<file path="src/dq_pkg.sv">
package dq_pkg;

  localparam int DEPTH_DEF      = 64;
  localparam int DATA_WIDTH_DEF = 32;

  localparam int KIND_W   = 3;
  localparam int POS_W    = 6;
  localparam int WORD_W   = 32;
  localparam int STATUS_W = 2;
  localparam int OCC_W    = 7;

  typedef enum logic [KIND_W-1:0] {
    OP_PUSH_FRONT = 3'd0,
    OP_PUSH_BACK  = 3'd1,
    OP_POP_FRONT  = 3'd2,
    OP_POP_BACK   = 3'd3,
    OP_READ       = 3'd4,
    OP_WRITE      = 3'd5,
    OP_FIND       = 3'd6
  } op_t;

  typedef enum logic [STATUS_W-1:0] {
    STAT_OK    = 2'd0,
    STAT_EMPTY = 2'd1,
    STAT_FULL  = 2'd2,
    STAT_RANGE = 2'd3
  } stat_t;

  typedef enum logic [2:0] {
    S_IDLE,
    S_EXEC,
    S_RDWAIT,
    S_SCAN,
    S_FINISH
  } state_t;

  // controller to datapath
  typedef struct packed {
    logic capture;
    logic exec;
    logic rd_load;
    logic scan_step;
    logic scan_hit;
    logic out_load;
  } cmd_t;

  // datapath to controller
  typedef struct packed {
    op_t  op;
    logic empty;
    logic pos_ok;
    logic match;
    logic scan_last;
    logic out_free;
  } sts_t;

endpackage

</file>
<file path="src/dq_ctrl.sv">
module dq_ctrl (
  input  logic         clk,
  input  logic         rst_n,
  input  logic         in_valid,
  output logic         in_ready,
  input  dq_pkg::sts_t sts_i,
  output dq_pkg::cmd_t cmd_o
);
  import dq_pkg::*;

  state_t state_r, state_nxt;

  always_ff @(posedge clk) begin
    if (!rst_n) begin
      state_r <= S_IDLE;
    end else begin
      state_r <= state_nxt;
    end
  end

  always_comb begin
    state_nxt = state_r;
    cmd_o     = '0;
    in_ready  = 1'b0;
    unique case (state_r)
      S_IDLE: begin
        in_ready = 1'b1;
        if (in_valid) begin
          cmd_o.capture = 1'b1;
          state_nxt     = S_EXEC;
        end
      end
      S_EXEC: begin
        cmd_o.exec = 1'b1;
        priority if (sts_i.op == OP_READ && sts_i.pos_ok) begin
          state_nxt = S_RDWAIT;
        end else if (sts_i.op == OP_FIND && !sts_i.empty) begin
          state_nxt = S_SCAN;
        end else begin
          state_nxt = S_FINISH;
        end
      end
      S_RDWAIT: begin
        cmd_o.rd_load = 1'b1;
        state_nxt     = S_FINISH;
      end
      S_SCAN: begin
        priority if (sts_i.match) begin
          cmd_o.scan_hit = 1'b1;
          state_nxt      = S_FINISH;
        end else if (sts_i.scan_last) begin
          state_nxt = S_FINISH;
        end else begin
          cmd_o.scan_step = 1'b1;
        end
      end
      S_FINISH: begin
        if (sts_i.out_free) begin
          cmd_o.out_load = 1'b1;
          state_nxt      = S_IDLE;
        end
      end
      default: begin
        state_nxt = S_IDLE;
      end
    endcase
  end

endmodule

</file>
<file path="src/dq_datapath.sv">
module dq_datapath #(
  parameter int DEPTH      = dq_pkg::DEPTH_DEF,
  parameter int DATA_WIDTH = dq_pkg::DATA_WIDTH_DEF
) (
  input  logic                          clk,
  input  logic                          rst_n,
  input  dq_pkg::cmd_t                  cmd_i,
  output dq_pkg::sts_t                  sts_o,
  input  logic [dq_pkg::KIND_W-1:0]     in_kind,
  input  logic [dq_pkg::POS_W-1:0]      in_position,
  input  logic [dq_pkg::WORD_W-1:0]     in_data_in,
  output logic                          out_valid,
  input  logic                          out_ready,
  output logic [dq_pkg::WORD_W-1:0]     out_data_out,
  output logic [dq_pkg::POS_W-1:0]      out_found_index,
  output logic [dq_pkg::STATUS_W-1:0]   out_status,
  output logic [dq_pkg::OCC_W-1:0]      out_occupancy
);
  import dq_pkg::*;

  localparam int AW   = (DEPTH > 1) ? $clog2(DEPTH) : 1;
  localparam int CW   = $clog2(DEPTH + 1);
  localparam int CMPW = (CW > POS_W) ? CW : POS_W;
  localparam logic [AW:0]   DEPTH_W = (AW + 1)'(DEPTH);
  localparam logic [AW-1:0] LAST_SLOT = AW'(DEPTH - 1);
  localparam logic [CW-1:0] FULL_CNT = CW'(DEPTH);

  function automatic logic [AW-1:0] wrap_add(input logic [AW-1:0] base,
                                             input logic [AW-1:0] off);
    logic [AW:0] sum;
    sum = {1'b0, base} + {1'b0, off};
    if (sum >= DEPTH_W) begin
      sum = sum - DEPTH_W;
    end
    return sum[AW-1:0];
  endfunction

  logic [DATA_WIDTH-1:0] mem [DEPTH];

  op_t                   op_r, op_nxt;
  logic [POS_W-1:0]      pos_r, pos_nxt;
  logic [DATA_WIDTH-1:0] word_r, word_nxt;
  logic [CW-1:0]         count_r, count_nxt;
  logic [AW-1:0]         front_r, front_nxt;
  logic [AW-1:0]         scan_idx_r, scan_idx_nxt;
  logic [AW-1:0]         scan_slot_r, scan_slot_nxt;
  logic [WORD_W-1:0]     res_data_r, res_data_nxt;
  logic [POS_W-1:0]      res_idx_r, res_idx_nxt;
  stat_t                 res_status_r, res_status_nxt;
  logic                  out_valid_r, out_valid_nxt;
  logic [WORD_W-1:0]     out_data_r, out_data_nxt;
  logic [POS_W-1:0]      out_idx_r, out_idx_nxt;
  stat_t                 out_status_r, out_status_nxt;
  logic [OCC_W-1:0]      out_occ_r, out_occ_nxt;
  logic [DATA_WIDTH-1:0] rd_data_r;

  logic                  wr_en, rd_en;
  logic [AW-1:0]         wr_addr, rd_addr;
  logic [AW-1:0]         pos_slot, back_slot, front_dec, front_inc, scan_inc;
  logic                  empty, full, pos_ok, pos_eq, out_free;

  assign empty     = (count_r == '0);
  assign full      = (count_r == FULL_CNT);
  assign pos_ok    = CMPW'(pos_r) < CMPW'(count_r);
  assign pos_eq    = CMPW'(pos_r) == CMPW'(count_r);
  assign pos_slot  = wrap_add(front_r, AW'(pos_r));
  assign back_slot = wrap_add(front_r, AW'(count_r));
  assign front_dec = (front_r == '0) ? LAST_SLOT : front_r - AW'(1);
  assign front_inc = (front_r == LAST_SLOT) ? '0 : front_r + AW'(1);
  assign scan_inc  = (scan_slot_r == LAST_SLOT) ? '0 : scan_slot_r + AW'(1);
  assign out_free  = !out_valid_r || out_ready;

  assign sts_o.op        = op_r;
  assign sts_o.empty     = empty;
  assign sts_o.pos_ok    = pos_ok;
  assign sts_o.match     = (rd_data_r == word_r);
  assign sts_o.scan_last = (CW'(scan_idx_r) + CW'(1)) == count_r;
  assign sts_o.out_free  = out_free;

  always_comb begin
    op_nxt         = op_r;
    pos_nxt        = pos_r;
    word_nxt       = word_r;
    count_nxt      = count_r;
    front_nxt      = front_r;
    scan_idx_nxt   = scan_idx_r;
    scan_slot_nxt  = scan_slot_r;
    res_data_nxt   = res_data_r;
    res_idx_nxt    = res_idx_r;
    res_status_nxt = res_status_r;
    out_valid_nxt  = out_valid_r;
    out_data_nxt   = out_data_r;
    out_idx_nxt    = out_idx_r;
    out_status_nxt = out_status_r;
    out_occ_nxt    = out_occ_r;
    wr_en          = 1'b0;
    wr_addr        = pos_slot;
    rd_en          = 1'b0;
    rd_addr        = pos_slot;

    if (cmd_i.capture) begin
      op_nxt   = op_t'(in_kind);
      pos_nxt  = in_position;
      word_nxt = DATA_WIDTH'(in_data_in);
    end

    if (cmd_i.exec) begin
      res_data_nxt   = '0;
      res_idx_nxt    = '0;
      res_status_nxt = STAT_OK;
      unique case (op_r)
        OP_PUSH_FRONT: begin
          if (full) begin
            res_status_nxt = STAT_FULL;
          end else begin
            wr_en     = 1'b1;
            wr_addr   = front_dec;
            front_nxt = front_dec;
            count_nxt = count_r + CW'(1);
          end
        end
        OP_PUSH_BACK: begin
          if (full) begin
            res_status_nxt = STAT_FULL;
          end else begin
            wr_en     = 1'b1;
            wr_addr   = back_slot;
            count_nxt = count_r + CW'(1);
          end
        end
        OP_POP_FRONT: begin
          if (empty) begin
            res_status_nxt = STAT_EMPTY;
          end else begin
            front_nxt = front_inc;
            count_nxt = count_r - CW'(1);
          end
        end
        OP_POP_BACK: begin
          if (empty) begin
            res_status_nxt = STAT_EMPTY;
          end else begin
            count_nxt = count_r - CW'(1);
          end
        end
        OP_READ: begin
          if (pos_ok) begin
            rd_en = 1'b1;
          end else begin
            res_status_nxt = STAT_RANGE;
          end
        end
        OP_WRITE: begin
          priority if (pos_ok) begin
            wr_en = 1'b1;
          end else if (pos_eq) begin
            if (full) begin
              res_status_nxt = STAT_FULL;
            end else begin
              wr_en     = 1'b1;
              count_nxt = count_r + CW'(1);
            end
          end else begin
            res_status_nxt = STAT_RANGE;
          end
        end
        OP_FIND: begin
          res_status_nxt = STAT_EMPTY;
          rd_en          = 1'b1;
          rd_addr        = front_r;
          scan_idx_nxt   = '0;
          scan_slot_nxt  = front_r;
        end
        default: begin
        end
      endcase
    end

    if (cmd_i.rd_load) begin
      res_data_nxt = WORD_W'(rd_data_r);
    end

    if (cmd_i.scan_step) begin
      rd_en         = 1'b1;
      rd_addr       = scan_inc;
      scan_idx_nxt  = scan_idx_r + AW'(1);
      scan_slot_nxt = scan_inc;
    end

    if (cmd_i.scan_hit) begin
      res_data_nxt   = WORD_W'(rd_data_r);
      res_idx_nxt    = POS_W'(scan_idx_r);
      res_status_nxt = STAT_OK;
    end

    if (cmd_i.out_load) begin
      out_valid_nxt  = 1'b1;
      out_data_nxt   = res_data_r;
      out_idx_nxt    = res_idx_r;
      out_status_nxt = res_status_r;
      out_occ_nxt    = OCC_W'(count_r);
    end else if (out_ready) begin
      out_valid_nxt = 1'b0;
    end
  end

  always_ff @(posedge clk) begin
    if (wr_en) begin
      mem[wr_addr] <= word_r;
    end
  end

  always_ff @(posedge clk) begin
    if (rd_en) begin
      rd_data_r <= mem[rd_addr];
    end
  end

  always_ff @(posedge clk) begin
    if (!rst_n) begin
      count_r     <= '0;
      front_r     <= '0;
      out_valid_r <= 1'b0;
    end else begin
      count_r     <= count_nxt;
      front_r     <= front_nxt;
      out_valid_r <= out_valid_nxt;
    end
  end

  always_ff @(posedge clk) begin
    op_r         <= op_nxt;
    pos_r        <= pos_nxt;
    word_r       <= word_nxt;
    scan_idx_r   <= scan_idx_nxt;
    scan_slot_r  <= scan_slot_nxt;
    res_data_r   <= res_data_nxt;
    res_idx_r    <= res_idx_nxt;
    res_status_r <= res_status_nxt;
    out_data_r   <= out_data_nxt;
    out_idx_r    <= out_idx_nxt;
    out_status_r <= out_status_nxt;
    out_occ_r    <= out_occ_nxt;
  end

  assign out_valid       = out_valid_r;
  assign out_data_out    = out_data_r;
  assign out_found_index = out_idx_r;
  assign out_status      = out_status_r;
  assign out_occupancy   = out_occ_r;

  a_count_bound: assert property (@(posedge clk) disable iff (!rst_n)
    count_r <= FULL_CNT)
    else $error("count above depth");

  a_front_bound: assert property (@(posedge clk) disable iff (!rst_n)
    {1'b0, front_r} < DEPTH_W)
    else $error("front slot out of ring");

  a_load_free: assert property (@(posedge clk) disable iff (!rst_n)
    cmd_i.out_load |-> out_free)
    else $error("result loaded over an untaken beat");

  a_count_exec: assert property (@(posedge clk) disable iff (!rst_n)
    !cmd_i.exec |=> count_r == $past(count_r))
    else $error("count moved outside execute");

endmodule

</file>
<file path="src/double_ended_queue_core.sv">
// double-ended queue of data words kept in a ring buffer memory
// input channel: in_valid/in_ready with in_kind, in_position, in_data_in;
//   kinds push front, push back, pop front, pop back, read, write, find
// result channel: out_valid/out_ready with out_data_out, out_found_index,
//   out_status and out_occupancy; exactly one result beat per input beat
// one item is handled at a time; in_ready is high while the controller idles
// an item passes from capture to execute; an in-range read then waits in a
//   state for the registered memory read, and a find compares the entries
//   one per cycle through the memory read port until a match or the last
//   entry; every item then waits until the output register is free
// a new item is accepted only after the result of the last one is loaded
//   into the output register
// the result sits in an output register; a stalled receiver holds the
//   finished item until taken, the next item may already be accepted
// reset (rst_n low, synchronous) empties the queue and drops any pending
//   result; memory contents are not cleared and need no clearing pass
module double_ended_queue_core #(
  parameter int DEPTH      = dq_pkg::DEPTH_DEF,
  parameter int DATA_WIDTH = dq_pkg::DATA_WIDTH_DEF
) (
  input  logic                        clk,
  input  logic                        rst_n,
  input  logic                        in_valid,
  output logic                        in_ready,
  input  logic [dq_pkg::KIND_W-1:0]   in_kind,
  input  logic [dq_pkg::POS_W-1:0]    in_position,
  input  logic [dq_pkg::WORD_W-1:0]   in_data_in,
  output logic                        out_valid,
  input  logic                        out_ready,
  output logic [dq_pkg::WORD_W-1:0]   out_data_out,
  output logic [dq_pkg::POS_W-1:0]    out_found_index,
  output logic [dq_pkg::STATUS_W-1:0] out_status,
  output logic [dq_pkg::OCC_W-1:0]    out_occupancy
);
  import dq_pkg::*;

  cmd_t cmd;
  sts_t sts;

  dq_ctrl u_ctrl (
    .clk      (clk),
    .rst_n    (rst_n),
    .in_valid (in_valid),
    .in_ready (in_ready),
    .sts_i    (sts),
    .cmd_o    (cmd)
  );

  dq_datapath #(
    .DEPTH      (DEPTH),
    .DATA_WIDTH (DATA_WIDTH)
  ) u_datapath (
    .clk             (clk),
    .rst_n           (rst_n),
    .cmd_i           (cmd),
    .sts_o           (sts),
    .in_kind         (in_kind),
    .in_position     (in_position),
    .in_data_in      (in_data_in),
    .out_valid       (out_valid),
    .out_ready       (out_ready),
    .out_data_out    (out_data_out),
    .out_found_index (out_found_index),
    .out_status      (out_status),
    .out_occupancy   (out_occupancy)
  );

endmodule
</file>
<file path="config.mk">
export PLATFORM = sky130hd
export DESIGN_NAME = double_ended_queue_core
export DESIGN_NICKNAME = d
export VERILOG_FILES = /design/src/dq_pkg.sv /design/src/dq_ctrl.sv /design/src/dq_datapath.sv /design/src/double_ended_queue_core.sv
export SDC_FILE = /design/constraint.sdc
export NUM_CORES = 2
export LEC_CHECK = 0
export BUFFER_PORTS_ARGS = -buffer_cell sky130_fd_sc_hd__buf_2
export CORE_MARGIN = 5
export CORE_UTILIZATION = 52
export CTS_CLUSTER_SIZE = 28
export DETAILED_ROUTE_END_ITERATION = 12
export PLACE_DENSITY = 0.74
export SLEW_MARGIN = 20
export SYNTH_ARGS = -nofsm -noshare
export SYNTH_HDL_FRONTEND = slang
export SYNTH_SLANG_ARGS = --single-unit
</file>
<file path="constraint.sdc">
create_clock -name clk -period 5.5 [get_ports clk]
set_clock_uncertainty 0.1 [all_clocks]
set_input_delay 0.275 -clock clk [delete_from_list [all_inputs] [get_ports clk]]
set_output_delay 0.275 -clock clk [all_outputs]
set_load 0.02 [all_outputs]
</file>
==> run summary <==
Die area: 173900 um2
Worst Path Required: 5.87 ns
Post-DRT Antenna Nets: 0
Die width: 417.0 um
Final wirelength: 234100 um
HP Start: in_data_in[20]
Crit Path Category: register to register
Vias in the first global route: 47150
Mapped Nets: 4788
Total CTS buffers: 213
Pin count of the biggest net entering global routing: 126
Worst Max-Slew Pin Slew: 1.265 ns
Reg clk slew, reported paths: 0.06 ns
CP delay by family, top: compound AO/OA/AOI/OAI gates
Routed vias: 48050
Post-synthesis area per instance: 18.27 um2
Unrepaired setup endpoints after global routing: false
Post-Route Utilization: 60.35%
Crit. End Element: register
DRT Pass-1 Iters: 6
Status: completed
PD cells: 367.0 nW/um2
Fin crit share: 99.62%
CP bufs+invs: 2
Initial Utilization: 52.26%
WL/cell: 31.21 um
Most common cell after layout, fill and taps aside: edfxtp_1
# rows: 149
CTS tree: built
Clock sinks: 2237
Compound-Gate Fraction of Synth Area: 5.858%
Mux share of post-synthesis cell area: 11.98%
CP startpoint kind: register
Post-Synth XOR/XNOR Area: 0.7017%
Critical path's slowest cell: mux2i_1
Fill count: 11430
Syn. warnings: 0
Post-CTS Setup Bufs: 0
Final Max Slew Viols: 0
Worst Hold Endpoint: u_datapath.word_r[20]
Number of enable flip-flop cells after synthesis: 2218
Fraction of the mapped netlist area in adder cells: 0.4475%
Largest stage delay, worst path: 0.90 ns
Async SR Flop Fraction: 0%
Initial DRC Count: 6346
Hold Fails Final Rpt: 0
Final setup viols: 0
Mapped Area: 86120 um2
Root Buffer: clkbuf_16
P&R area growth vs syn: 15.49%
Clock Latency Late Sink: 0.86 ns
Synth Flop Type: edfxtp_1
WHS: 0.03829 ns
I/O pins: 94
First-pass GRT wire length: 331800 um
CP arrival: 5.85 ns
Fmax: 182.5 MHz
Final #Nets: 5206
Largest family of logic cells by synthesized area: multiplexers
Post-detail-place hpwl: 131300 um
Cell variety after synth: 57
IO buf count: 93
# DRC: 0
Placed insts: 7058
Total leakage power: 0.03448 uW
Simple-gate share of the synthesized area: 1.794%
Cells after Synth: 4714
GR Util All Layers: 26.35%
Vias/cell: 6.407
Hold WC Path Type: input pin to register
Sequential-to-total area share from yosys stat: 77.78%
Worst reg-to-reg setup slack: 0.02 ns
Largest buffer count on any clock path: 3
Most frequent cells in the layout: edfxtp_1 (2218), mux2i_1 (1027), o22ai_1 (513)
Critical Path Fanout Max: 43
Final Critical Period: 5.479 ns
Chip Height: 417.0 um
Crit path depth: 12
Share of post-route cells with drive strength above 1: 15.93%
Hold Path Cell Cnt: 2
Final setup margin: 0.02099 ns
Dpl ws: -0.05765 ns
Crit Reg-Reg Startpoint: u_datapath.front_r[0]
FF-to-FF End: u_datapath.rd_data_r[19]
Non-Filler Instances: 7500
MaxCap Viol Count: 0
Placer Congestion: 0.9467
Initial antenna violation count: 17
GR Overflow Total: 0
Synth Register Bits: 2237
Core Area: 164800 um2
H-tree depth: 4
Worst-path cell chain: ha_1, a21o_1, a21oi_1, xnor2_1, mux2i_1, nor3b_1, a31oi_4, buf_12, o22ai_1, o41ai_1, buf_4, nand4_1
Reg2Reg Depth: 12
Worst vdd ir: 0.0003307 V
Worst slew margin: 14.53%
worst max path at each step:
stage,startpoint,to,slack (ns)
2_1_floorplan,u_datapath.word_r[22],u_datapath.res_data_r[0],0.55
3_3_place_gp,u_datapath.rd_data_r[7],u_datapath.rd_data_r[23],-1.02
3_5_place_dp,u_datapath.rd_data_r[7],u_datapath.rd_data_r[4],-0.06
4_1_cts,u_datapath.scan_idx_r[0],u_datapath.rd_data_r[1],0.005
5_1_grt,u_datapath.front_r[0],u_datapath.rd_data_r[19],0.04
6_report,u_datapath.front_r[0],u_datapath.rd_data_r[19],0.02
cell type report:
class	instances	area [um2]	area share, %
multi-input combinational	2197	18960	19.06
timing repair buffer	464	4015	4.037
inverter	19	71.32	0.07170
clock inverter	116	1045	1.050
sequential	2237	66980	67.34
clock buffer	270	5629	5.659
tap	2189	2739	2.754
antenna	8	20.02	0.02013
power breakdown:
part / internal [uW] / switching (uW) / leakage (uW)
sequential: 18900 / 78.0 / 0.0202
combinational: 1140 / 2240 / 0.0111
clock: 8000 / 6120 / 0.00327
registers in the layout, indices dropped and copies added, names as in the netlist, 3 cells and up:
signal,cells
u_datapath.rd_data_r,32
u_datapath.word_r,32
u_datapath.mem,2048
u_datapath.op_r,3
u_datapath.pos_r,6
u_datapath.out_found_index,6
u_datapath.scan_slot_r,6
u_datapath.count_r,7
u_datapath.out_data_out,32
u_datapath.res_data_r,32
u_datapath.scan_idx_r,6
u_datapath.out_occupancy,7
u_datapath.res_idx_r,6
u_datapath.front_r,6
u_ctrl.state_r,3
per-stage QoR:
step | instance area, um2 | total power [uW] | setup TNS, ns
6_report | 99470 | 36510 | 0
5_1_grt | 99450 | 37430 | 0
4_1_cts | 99390 | 36520 | 0
3_5_place_dp | 92190 | 22620 | -0.06930
3_3_place_gp | 91760 | 22490 | -16.31
2_1_floorplan | 86120 | 21140 | 0
worst register-to-register path: stages (launching register included):
cell and delay, ns:
dfxtp_1 0.46, ha_1 0.31, a21o_1 0.16, a21oi_1 0.23, xnor2_1 0.18, mux2i_1 0.90
nor3b_1 0.20, a31oi_4 0.80, buf_12 0.38, o22ai_1 0.17, o41ai_1 0.63, buf_4 0.26
nand4_1 0.33
synthesized netlist by cell type, drive strengths merged (21+ instances only):
cell type | number | share of area, %
a21oi | 34 | 0.20
and2 | 42 | 0.31
buf | 120 | 0.74
clkbuf | 141 | 0.61
edfxtp | 2218 | 77
ha | 26 | 0.38
mux2i | 1027 | 12
nand2 | 56 | 0.24
nand4 | 37 | 0.27
nor2 | 115 | 0.50
o21ai | 21 | 0.12
o22ai | 513 | 3.7
o41ai | 128 | 1.3
xnor2 | 27 | 0.27
xor2 | 42 | 0.43
layer usage:
| layer | GRT usage (%) | part of all wire (%) | up-vias |
|---|---|---|---|
| met5 | 0 | 0.039 | - |
| met4 | 12.64 | 5.3 | 14 |
| met3 | 7.014 | 12 | 538 |
| met2 | 41.09 | 46 | 3016 |
| met1 | 34.74 | 37 | 24450 |
| li1 | - | - | 20040 |
logic make-up (layout without fill, tap and decap cells):
family	after synthesis	after routing
AO/OA/AOI/OAI	752	752
adder cells (fa/ha/maj)	29	29
flip-flops	2237	2237
other	0	8
multiplexers	1030	1030
XOR/XNOR	69	69
buffers and inverters	280	869
AND/OR/NAND/NOR	317	317
repair_timing:
| action | in CTS | in global routing |
|---|---|---|
| gates resized for setup | 5 | 6 |
| hold buffers | 48 | 0 |
| setup endpoints to repair | 3 | 11 |
| endpoints found under the hold margin | 58 | 0 |
No activity file was read; power rests on OpenSTA's default activity.
